**config.mk**
```make
export PLATFORM = sky130hd
export DESIGN_NAME = time_weighted_average_top
export DESIGN_NICKNAME = d
export VERILOG_FILES = /design/src/rtl/twa_pkg.sv /design/src/rtl/twa_div.sv /design/src/rtl/time_weighted_average_top.sv
export VERILOG_INCLUDE_DIRS = /design/src /design/src/rtl
export SDC_FILE = /design/constraint.sdc
export NUM_CORES = 2
export LEC_CHECK = 0
export ABC_CLOCK_PERIOD_IN_PS = 21800
export BUFFER_PORTS_ARGS = -buffer_cell sky130_fd_sc_hd__buf_2
export CAP_MARGIN = 20
export CORE_MARGIN = 2
export CORE_UTILIZATION = 35
export CTS_CLUSTER_SIZE = 12
export DETAILED_ROUTE_END_ITERATION = 7
export PLACE_DENSITY_LB_ADDON = 0.05
export SYNTH_ARGS = -nofsm -noshare
export SYNTH_HDL_FRONTEND = slang
export SYNTH_SLANG_ARGS = --single-unit
export TNS_END_PERCENT = 1
```
**constraint.sdc**
```tcl
create_clock -name clk -period 21.8 [get_ports clk]
set_input_delay 4.36 -clock clk [delete_from_list [all_inputs] [get_ports clk]]
set_output_delay 4.36 -clock clk [all_outputs]
set_load 0.03 [all_outputs]
```
**src/rtl/time_weighted_average_top_assert.svh**
```systemverilog
// ----------------------------------------------------------------------------
// Assertion macros for the time weighted average block
// Shared property forms, clocked on clk and disabled while rst_n is low.
// ----------------------------------------------------------------------------
`ifndef TIME_WEIGHTED_AVERAGE_TOP_ASSERT_SVH
`define TIME_WEIGHTED_AVERAGE_TOP_ASSERT_SVH

// Same-cycle implication.
`define TWA_ASSERT_NOW(label, ante, cons, msg) \
    label: assert property (@(posedge clk) disable iff (!rst_n) (ante) |-> (cons)) \
        else $error(msg);

// Next-cycle implication.
`define TWA_ASSERT_NEXT(label, ante, cons, msg) \
    label: assert property (@(posedge clk) disable iff (!rst_n) (ante) |=> (cons)) \
        else $error(msg);

`endif

```
**src/rtl/twa_pkg.sv**
```systemverilog
// ----------------------------------------------------------------------------
// twa_pkg
// Types and fixed constants of the time weighted average block.
// ----------------------------------------------------------------------------
`timescale 1ns / 1ps
`default_nettype none

package twa_pkg;

    // Accumulator and quotient widths are fixed at 64 bits.
    localparam int SUM_BITS     = 64;
    localparam int HALF_BITS    = SUM_BITS / 2;
    localparam int PROD_BITS    = 2 * SUM_BITS;
    localparam int AVG_BITS     = 31;
    localparam int DIV_CNT_BITS = $clog2(SUM_BITS + 1);

    // Four 32x32 partial products per multiply.
    localparam logic [1:0] MUL_LAST_STEP = 2'd3;

    typedef enum logic [2:0] {
        ST_IDLE,
        ST_GAP,
        ST_MUL,
        ST_SUM,
        ST_COMMIT,
        ST_DIV,
        ST_RESULT
    } twa_state_t;

    typedef struct packed {
        logic busy;
        logic done;
    } twa_div_stat_t;

endpackage

`default_nettype wire

```
**src/rtl/twa_div.sv**
```systemverilog
// ----------------------------------------------------------------------------
// twa_div
// Restoring divider, one quotient bit per cycle, for a 64-bit quotient.
// ----------------------------------------------------------------------------
`timescale 1ns / 1ps
`default_nettype none

module twa_div (
    input  wire logic                          clk,
    input  wire logic                          rst_n,
    input  wire logic                          start,
    input  wire logic [twa_pkg::SUM_BITS-1:0]  dividend,
    input  wire logic [twa_pkg::SUM_BITS-1:0]  divisor,
    output      logic [twa_pkg::SUM_BITS-1:0]  quotient,
    output      twa_pkg::twa_div_stat_t        stat
);
    import twa_pkg::*;

    logic [SUM_BITS-1:0]     rem_reg;
    logic [SUM_BITS-1:0]     rem_next;
    logic [SUM_BITS-1:0]     quo_reg;
    logic [SUM_BITS-1:0]     quo_next;
    logic [DIV_CNT_BITS-1:0] cnt_reg;
    logic                    busy_reg;
    logic                    done_reg;
    logic [SUM_BITS:0]       shifted;
    logic [SUM_BITS+1:0]     diff;
    logic                    fits;

    // Trial subtract of the divisor from the shifted partial remainder
    assign shifted = {rem_reg, quo_reg[SUM_BITS-1]};
    assign diff    = {1'b0, shifted} - {2'b00, divisor};
    assign fits    = ~diff[SUM_BITS+1];

    always_comb
    begin
        rem_next = fits ? diff[SUM_BITS-1:0] : shifted[SUM_BITS-1:0];
        quo_next = {quo_reg[SUM_BITS-2:0], fits};
    end

    // Advance one bit per cycle while busy
    always_ff @(posedge clk or negedge rst_n)
    begin
        if (!rst_n)
        begin
            busy_reg <= 1'b0;
            done_reg <= 1'b0;
            cnt_reg  <= '0;
        end
        else
        begin
            done_reg <= 1'b0;
            if (start)
            begin
                busy_reg <= 1'b1;
                cnt_reg  <= DIV_CNT_BITS'(SUM_BITS);
            end
            else if (busy_reg)
            begin
                cnt_reg <= cnt_reg - 1'b1;
                if (cnt_reg == DIV_CNT_BITS'(1))
                begin
                    busy_reg <= 1'b0;
                    done_reg <= 1'b1;
                end
            end
        end
    end

    // Load operands on start, shift while busy
    always_ff @(posedge clk)
    begin
        if (start)
        begin
            rem_reg <= '0;
            quo_reg <= dividend;
        end
        else if (busy_reg)
        begin
            rem_reg <= rem_next;
            quo_reg <= quo_next;
        end
    end

    assign quotient = quo_reg;
    assign stat     = '{busy: busy_reg, done: done_reg};

endmodule

`default_nettype wire

```
**src/rtl/time_weighted_average_top.sv**
```systemverilog
// ----------------------------------------------------------------------------
// time_weighted_average_top
// Time weighted average of a sampled count over a window of samples.
//
// Input channel (in_valid / in_stall): one item per sample, carrying
// sample_time, sample_count and is_last. The block takes an item only when
// idle; in_stall is high for the whole time an item is being worked on.
// An item that opens a window goes from idle straight to commit; each
// later item runs gap subtract, four 32x32 partial products on one shared
// multiplier, saturating sum update and commit, or only gap subtract and
// commit when its timestamp is earlier than the previous one and the pair
// is skipped. An item with is_last set also runs the serial divider and
// then loads the output register before the block is idle again. Output
// channel (out_valid / out_stall): one item per window with average and
// sum_saturated. While the receiver stalls, the result holds and the block
// keeps taking new samples; a second window close waits until the output
// register is free.
// Reset clears all window state and drops out_valid.
// ----------------------------------------------------------------------------
`timescale 1ns / 1ps
`default_nettype none
`include "time_weighted_average_top_assert.svh"

module time_weighted_average_top #(
    parameter int COUNT_BITS = 32,
    parameter int TIME_BITS  = 64
) (
    input  wire logic                              clk,
    input  wire logic                              rst_n,
    input  wire logic                              in_valid,
    output      logic                              in_stall,
    input  wire logic [TIME_BITS-1:0]              sample_time,
    input  wire logic signed [COUNT_BITS-1:0]      sample_count,
    input  wire logic                              is_last,
    output      logic                              out_valid,
    input  wire logic                              out_stall,
    output      logic [twa_pkg::AVG_BITS-1:0]      average,
    output      logic                              sum_saturated
);
    import twa_pkg::*;

    localparam int MAG_BITS = COUNT_BITS - 1;

    twa_state_t state_reg;
    twa_state_t state_next;

    // Current item
    logic [TIME_BITS-1:0]  now_reg;
    logic [MAG_BITS-1:0]   cnt_reg;
    logic                  last_reg;

    // Window state
    logic [TIME_BITS-1:0]  prev_time_reg;
    logic [MAG_BITS-1:0]   prev_count_reg;
    logic [SUM_BITS-1:0]   sum_reg;
    logic [SUM_BITS-1:0]   sum_next;
    logic [SUM_BITS-1:0]   elapsed_reg;
    logic [SUM_BITS-1:0]   elapsed_next;
    logic                  have_prev_reg;
    logic                  ovf_reg;

    // Multiply datapath
    logic [TIME_BITS-1:0]  gap_reg;
    logic [1:0]            step_reg;
    logic [PROD_BITS-1:0]  acc_reg;
    logic [PROD_BITS-1:0]  acc_next;

    // Output register
    logic                  out_valid_reg;
    logic [AVG_BITS-1:0]   average_reg;
    logic                  sum_saturated_reg;

    logic                  in_accept;
    logic                  out_free;
    logic                  div_start;
    logic                  load_out;
    logic [MAG_BITS-1:0]   clamped;
    logic [TIME_BITS:0]    gap_diff;
    logic                  time_back;
    logic [SUM_BITS-1:0]   gap_ext;
    logic [SUM_BITS-1:0]   cnt_ext;
    logic [HALF_BITS-1:0]  mul_a;
    logic [HALF_BITS-1:0]  mul_b;
    logic [SUM_BITS-1:0]   pp;
    logic [PROD_BITS-1:0]  pp_ext;
    logic [PROD_BITS-1:0]  pp_shifted;
    logic [1:0]            pp_pos;
    logic [SUM_BITS:0]     sum_add;
    logic                  sum_ovf;
    logic [SUM_BITS:0]     elapsed_add;
    logic                  elapsed_ovf;
    logic [SUM_BITS-1:0]   quotient;
    logic [AVG_BITS-1:0]   avg_value;
    twa_div_stat_t         div_stat;

    assign in_accept = in_valid && !in_stall;
    assign out_free  = !out_valid_reg || !out_stall;

    // Drop negative counts to zero
    assign clamped = sample_count[COUNT_BITS-1] ? '0 : sample_count[MAG_BITS-1:0];

    // Gap and backward-time detect share one subtract
    assign gap_diff  = {1'b0, now_reg} - {1'b0, prev_time_reg};
    assign time_back = gap_diff[TIME_BITS];

    // Shared 32x32 multiplier, one partial product per step
    assign gap_ext = SUM_BITS'(gap_reg);
    assign cnt_ext = SUM_BITS'(prev_count_reg);
    assign mul_a   = step_reg[0] ? gap_ext[SUM_BITS-1:HALF_BITS] : gap_ext[HALF_BITS-1:0];
    assign mul_b   = step_reg[1] ? cnt_ext[SUM_BITS-1:HALF_BITS] : cnt_ext[HALF_BITS-1:0];
    assign pp      = SUM_BITS'(mul_a) * SUM_BITS'(mul_b);
    assign pp_ext  = PROD_BITS'(pp);
    assign pp_pos  = {1'b0, step_reg[0]} + {1'b0, step_reg[1]};

    always_comb
    begin
        case (pp_pos)
            2'd0:    pp_shifted = pp_ext;
            2'd1:    pp_shifted = pp_ext << HALF_BITS;
            default: pp_shifted = pp_ext << SUM_BITS;
        endcase
        acc_next = acc_reg + pp_shifted;
    end

    // Saturating elapsed-time add
    assign elapsed_add  = {1'b0, elapsed_reg} + {1'b0, gap_ext};
    assign elapsed_ovf  = elapsed_add[SUM_BITS];
    assign elapsed_next = elapsed_ovf ? '1 : elapsed_add[SUM_BITS-1:0];

    // Saturating weighted-sum add
    assign sum_add  = {1'b0, sum_reg} + {1'b0, acc_reg[SUM_BITS-1:0]};
    assign sum_ovf  = (acc_reg[PROD_BITS-1:SUM_BITS] != '0) || sum_add[SUM_BITS];
    assign sum_next = sum_ovf ? '1 : sum_add[SUM_BITS-1:0];

    // Clamp the quotient to the 31-bit result range
    always_comb
    begin
        if (elapsed_reg == '0)
            avg_value = '0;
        else if (quotient[SUM_BITS-1:AVG_BITS] != '0)
            avg_value = '1;
        else
            avg_value = quotient[AVG_BITS-1:0];
    end

    // Next state
    always_comb
    begin
        state_next = state_reg;
        case (state_reg)
            ST_IDLE:
            begin
                if (in_accept)
                    state_next = have_prev_reg ? ST_GAP : ST_COMMIT;
            end
            ST_GAP:
            begin
                state_next = time_back ? ST_COMMIT : ST_MUL;
            end
            ST_MUL:
            begin
                if (step_reg == MUL_LAST_STEP)
                    state_next = ST_SUM;
            end
            ST_SUM:
            begin
                state_next = ST_COMMIT;
            end
            ST_COMMIT:
            begin
                state_next = last_reg ? ST_DIV : ST_IDLE;
            end
            ST_DIV:
            begin
                if (div_stat.done)
                    state_next = ST_RESULT;
            end
            ST_RESULT:
            begin
                if (out_free)
                    state_next = ST_IDLE;
            end
            default:
            begin
                state_next = ST_IDLE;
            end
        endcase
    end

    // Control outputs
    always_comb
    begin
        in_stall  = 1'b1;
        div_start = 1'b0;
        load_out  = 1'b0;
        case (state_reg)
            ST_IDLE:   in_stall  = 1'b0;
            ST_COMMIT: div_start = last_reg;
            ST_RESULT: load_out  = out_free;
            default:   in_stall  = 1'b1;
        endcase
    end

    // State register
    always_ff @(posedge clk or negedge rst_n)
    begin
        if (!rst_n)
            state_reg <= ST_IDLE;
        else
            state_reg <= state_next;
    end

    // Capture the incoming item
    always_ff @(posedge clk)
    begin
        if (in_accept)
        begin
            now_reg  <= sample_time;
            cnt_reg  <= clamped;
            last_reg <= is_last;
        end
    end

    // Gap, step counter and product accumulator
    always_ff @(posedge clk or negedge rst_n)
    begin
        if (!rst_n)
        begin
            step_reg <= '0;
        end
        else if (state_reg == ST_GAP)
        begin
            step_reg <= '0;
        end
        else if (state_reg == ST_MUL)
        begin
            step_reg <= step_reg + 1'b1;
        end
    end

    always_ff @(posedge clk)
    begin
        if (state_reg == ST_GAP)
        begin
            gap_reg <= gap_diff[TIME_BITS-1:0];
            acc_reg <= '0;
        end
        else if (state_reg == ST_MUL)
        begin
            acc_reg <= acc_next;
        end
    end

    // Window state: accumulate, commit, clear after the result is loaded
    always_ff @(posedge clk or negedge rst_n)
    begin
        if (!rst_n)
        begin
            prev_time_reg  <= '0;
            prev_count_reg <= '0;
            sum_reg        <= '0;
            elapsed_reg    <= '0;
            have_prev_reg  <= 1'b0;
            ovf_reg        <= 1'b0;
        end
        else
        begin
            if (state_reg == ST_MUL && step_reg == 2'd0)
            begin
                elapsed_reg <= elapsed_next;
                if (elapsed_ovf)
                    ovf_reg <= 1'b1;
            end
            if (state_reg == ST_SUM)
            begin
                sum_reg <= sum_next;
                if (sum_ovf)
                    ovf_reg <= 1'b1;
            end
            if (state_reg == ST_COMMIT)
            begin
                prev_time_reg  <= now_reg;
                prev_count_reg <= cnt_reg;
                have_prev_reg  <= 1'b1;
            end
            if (load_out)
            begin
                prev_time_reg  <= '0;
                prev_count_reg <= '0;
                sum_reg        <= '0;
                elapsed_reg    <= '0;
                have_prev_reg  <= 1'b0;
                ovf_reg        <= 1'b0;
            end
        end
    end

    // Output register: hold while stalled
    always_ff @(posedge clk or negedge rst_n)
    begin
        if (!rst_n)
            out_valid_reg <= 1'b0;
        else if (load_out)
            out_valid_reg <= 1'b1;
        else if (!out_stall)
            out_valid_reg <= 1'b0;
    end

    always_ff @(posedge clk)
    begin
        if (load_out)
        begin
            average_reg       <= avg_value;
            sum_saturated_reg <= ovf_reg;
        end
    end

    assign out_valid     = out_valid_reg;
    assign average       = average_reg;
    assign sum_saturated = sum_saturated_reg;

    // Serial divider for the window close
    twa_div u_div (
        .clk      (clk),
        .rst_n    (rst_n),
        .start    (div_start),
        .dividend (sum_reg),
        .divisor  (elapsed_reg),
        .quotient (quotient),
        .stat     (div_stat)
    );

    // Checks
    `TWA_ASSERT_NOW(a_no_accept_while_dividing, in_accept, !div_stat.busy,
        "input item accepted while the divider is busy")
    `TWA_ASSERT_NOW(a_out_rise_from_result, $rose(out_valid), $past(state_reg == ST_RESULT),
        "out_valid rose without a result load")
    `TWA_ASSERT_NEXT(a_clear_after_load, load_out,
        !have_prev_reg && sum_reg == '0 && elapsed_reg == '0 && !ovf_reg,
        "window state not cleared after result load")

endmodule

`default_nettype wire

```
### After elaboration in Yosys (flattened, before gate mapping)

Index checks and enable logic that the tools add are counted.

* bitwise gates (word level): 1
* eq/ne operators: 14
* multiply operators: 1
* reduce and logical (&&, ||, !) cells: 18
* add/sub/neg operators: 8
* multiplexer cells: 47

Operators by type and width (count)
* two-way mux 64 bit: 11
* one-hot mux 127 bit (2 select lines): 1
* adder 64 x 64 -> 65 bit: 2
* adder 128 x 127 -> 128 bit: 1
* two-way mux 31 bit: 4
* subtractor 65 x 64 -> 66 bit: 1
* subtractor 64 x 64 -> 65 bit: 1
* zero test 64 bit: 1
* nonzero test 64 bit: 1
* multiplier 32 x 31 -> 63 bit: 1
* nonzero test 33 bit: 1
* two-way mux 32 bit: 1
* two-way mux 3 bit: 7
* one-hot mux 3 bit (7 select lines): 1
* two-way mux 1 bit: 18
* two-way mux 7 bit: 2
* nonzero test 2 bit: 5
* == test 3 bit (second input constant): 3
* == test 7 x 1 -> 1 bit (second input constant): 1
* subtractor 7 x 1 -> 7 bit (second input constant): 1
* == test 3 x 2 -> 1 bit (second input constant): 2
* != test 2 bit (second input constant): 3
* zero test 2 bit: 2
* two-way mux 2 bit: 2
* other kinds (12): 16

* logic and storage cells: 110
* output and inout bits: 34
* flip-flop bits (word level): 688
* input bits: 101

### Logic depth before layout (Yosys ltp)

* depth after elaboration: 6
* gate-level depth with buffers: 50

### Modules after synthesis

From an unflattened synthesis, not the netlist that was laid out.

* cells, all modules: 9664
* area total of the unflattened synthesis: 81891.0 sq um

Modules (own cells, without submodules)
* time_weighted_average_top: seq. area each 14108.5 sq um, instances 1, cells an instance 8539, area each 71880.2 sq um
* twa_div: seq. area each 3428.3 sq um, instances 1, cells an instance 1125, area each 10010.9 sq um

### Worst setup path before layout

OpenSTA, ideal clock, no wires.

* kind: register to register
* start point: reg step_reg[0]
* end point: reg acc_reg[119]
* stages on the path, launching flop included: 47
* path buffers: 5
* setup slack: 10.391 ns
* data required time: 21.675 ns
* clock period less this slack: 11.409 ns
* arrival time: 11.284 ns
* cells stage by stage: dfrtp_1 clkbuf_1 buf_1 buf_1 mux2i_1 clkbuf_1 nor2_1 fa_1 fa_1 fa_1 inv_1 fa_1 inv_1 fa_1 inv_1 fa_1 inv_1 fa_1 (+11 left out) o21ai_0 a21oi_1 xnor2_1 a22o_1 ha_1 clkbuf_1 nand4_1 or2_1 nor4b_2 nand2_1 a2111oi_4 o2111ai_1 nand2_1 a211oi_2 o21ba_2 o21ai_2 xnor2_1 o21ai_1

* word-level cells in the longest chain between the ends: 4

RTL lines
* start: declaration: RTL line time_weighted_average_top.sv:64 `logic [1:0] step_reg;`
* start signal: assignment: RTL line time_weighted_average_top.sv:237 `step_reg <= step_reg + 1'b1;`
* two-way mux 32 bit / adder 1 x 1 -> 2 bit (equally long branches): RTL line time_weighted_average_top.sv:109, time_weighted_average_top.sv:113
* multiplier 32 x 31 -> 63 bit, or another cell as far along: RTL line time_weighted_average_top.sv:111 `assign pp = SUM_BITS'(mul_a) * SUM_BITS'(mul_b);`
* one-hot mux 127 bit (2 select lines) (*): RTL line time_weighted_average_top.sv:117 `case (pp_pos)`
* adder 128 x 127 -> 128 bit (*): RTL line time_weighted_average_top.sv:122 `acc_next = acc_reg + pp_shifted;`
* end signal: assignment: RTL line time_weighted_average_top.sv:250 `acc_reg <= acc_next;`
* end: declaration: RTL line time_weighted_average_top.sv:65 `logic [PROD_BITS-1:0] acc_reg;`

Every way passes the cells marked *; elsewhere a longest branch is shown, timed or not.
A chain may end at the register's enable or synchronous reset.

### Worst setup path after layout

* start point: reg step_reg[0]
* end point: reg acc_reg[125]

The elaborated chain is that of the path after synthesis.

==> run metrics <==
status=complete, no violations; RSZ-0062 raised after global routing=false; cells after synthesis=9639; Crit path largest cell delay=0.92 ns; gr usage total=0.275; FILL cells=23801; fin nets=11079; vias=69289; Syn Nets=11254; initial antenna violation count=20; Bufs on Longest Clock Path=3; row count=176; ranking of synthesized cells by area=fa_1, ha_1, edfxtp_1; global route overflow=0; Reg clk slew, reported paths=0.10 ns; r2r setup slk=8.09 ns; cell accounting for the most synthesized area=fa_1; Die ar.=235000 µm²; CTS Hold Buffers Added=0; I/O Buffers=134; post-route ant nets=0; Via density=5.51; vias in the first global route=70073; fin crit period=13.71 ns; max-slew violations=0; Seq/Total Area, Yosys=0.217; CTS sink cnt=688; Yosys top cell area share=0.215; Clock Latency Late Sink=0.78 ns; GPL Wtd Cong=0.922; num ports=135; reg2reg path depth=44; Ys Warns=0; fmax=73.0 MHz; Critical Path Start Type=flip-flop; DRC=0; maxcap violations=0; Clock Tree Root=clkbuf_16; Setup Fix Bufs, Post-CTS=0; Required @ worst endpoint=22.45 ns; dominant cell by count in the synthesized netlist=nand2_1; DRT met1 WL=149000 µm; final WL=325000 µm; met2 WL post-DR=144000 µm; ys flop type=edfxtp_1; Die X=485 µm; largest net degree at the start of global routing=82; Synth Cell Area=81000 µm²; Util after Layout=0.381; asr flop ratio synth=0.349; Post-synth EDFFs=256; worst-path fanout max=43; Worst Hold Class=reg2reg; CP max stage cell=a2111oi_0; First DRT Iteration DRCs=5639; Hold Fails Final Rpt=0; top sig layer=met5; list of most frequent post-synthesis cells=nand2_1, inv_1, nor2_1; setup violators final=0; max FFs per register=128; DR WL/cell=25.9 µm; Avg Inst Size Synth=8.40 µm²; CTS buffer count=91; P&R area growth vs syn=8.29%; core area=230000 µm²; first-pass GRT wire length=481000 µm; Worst-Margin Slew=1.20 ns; Initial Utilization=0.352; Setup TNS=0 ns; Distinct cells, synth=106; CTS tree=yes; Crit path top cell by count=fa_1; routed wl met3=19800 µm; htree depth=3; total of cells resized after clock tree synthesis=0; CP Class=reg2reg; Post-DP HPWL=258000 µm; Slew headroom=0.196; Fin Clk Skew=0.0697 ns; Vert. Die Dim=485 µm; Worst Setup End Kind=flip-flop; Yosys reg bits=688; Pre-antenna DRT Iters=6; WHS Path Cells=2; layout cell share with drive strength beyond 1=0.0585; critical path arrival=14.35 ns; fin crit share=0.629
-- worst paths after layout --
path / from / to
min reg2reg: cnt_reg[20]$_SDFFCE_PP0P_ / prev_count_reg[20]$_DFFE_PN0P_
min in group asynchronous: rst_n / elapsed_reg[37]$_DFFE_PN0P_
min: cnt_reg[20]$_SDFFCE_PP0P_ / prev_count_reg[20]$_DFFE_PN0P_
max in group asynchronous: rst_n / prev_time_reg[40]$_DFFE_PN0P_
max reg2reg: step_reg[0]$_DFFE_PN0P_ / acc_reg[125]$_SDFFE_PP0P_
max: step_reg[0]$_DFFE_PN0P_ / acc_reg[125]$_SDFFE_PP0P_
-- logic make-up after synthesis --
group                      Yosys count  synth area share
AOI/OAI and AO/OA                 2180             0.170
adders and majority gates         1514             0.315
DFF                                688             0.217
muxes                               71           0.00929
buffers and inverters             1575            0.0736
xor gates and xnor gates           424            0.0459
and+or+nand+nor                   3187             0.169
-- placed cells by master (no fill, tap or decap), types with 22 or more instances in the layout --
cell type  instances
o21ai_0          412
xor2_1           157
buf_2            133
ha_1             643
nand3_1          157
o21ai_1           30
nor2_1           903
inv_1           1043
a31oi_1           81
dfxtp_1          192
o211ai_1          81
and2_1            54
a211oi_1          57
o21bai_1          83
xnor2_1          267
a21boi_0          22
a21oi_1          718
clkbuf_16         91
nand2_1         1513
o21a_1            75
nand2b_1          40
and3_1            45
nand4_1          145
fa_1             871
nor4_1            56
dfrtp_1          238
buf_4            124
clkbuf_1          28
or3_1             23
nor3_1            52
edfxtp_1         256
mux2_2            33
nor2b_1          112
o31ai_1           93
a21o_1           313
-- per-layer routing --
metal,track usage,up-vias
met4,0.0877,6
met2,0.429,2182
li1,-,31917
met1,0.389,34773
met3,0.0415,411
met5,0,-
-- cell type report --
| cell class | instances | area [µm²] | share of cell area |
|---|---|---|---|
| antenna | 2 | 5.00 | 0.0000571 |
| clock buffer | 128 | 2510 | 0.0286 |
| timing repair buffer | 262 | 1690 | 0.0192 |
| tap | 3026 | 3790 | 0.0432 |
| sequential | 688 | 17500 | 0.200 |
| inverter | 1045 | 3930 | 0.0448 |
| clock inverter | 43 | 484 | 0.00552 |
| multi-input combinational | 7376 | 57700 | 0.659 |
-- critical path, delay by kind of cell (launching register included) --
kind            cells  cell delay [ns]
compound gates     18             4.74
xor+xnor            1             0.53
fa+ha+maj          10             4.78
buf+inv             6             1.28
flops               1             0.72
mux                 2             0.41
simple gates        7             1.05
-- per-stage QoR --
stage | cells | instance area, µm² | setup WS (ns) | hold WS [ns]
final | 12570 | 87700 | 8.09 | 0.437
after global placement | 12392 | 84600 | 8.43 | 0.425
after detailed placement | 12394 | 84600 | 8.40 | 0.424
after global routing | 12568 | 87700 | 7.58 | 0.461
after floorplan | 9639 | 81000 | 10.39 | 0.415
after CTS | 12565 | 87600 | 8.23 | 0.439
Power is not shown: default switching activity piles up to over one toggle a cycle in this logic, so the estimate is an artifact.
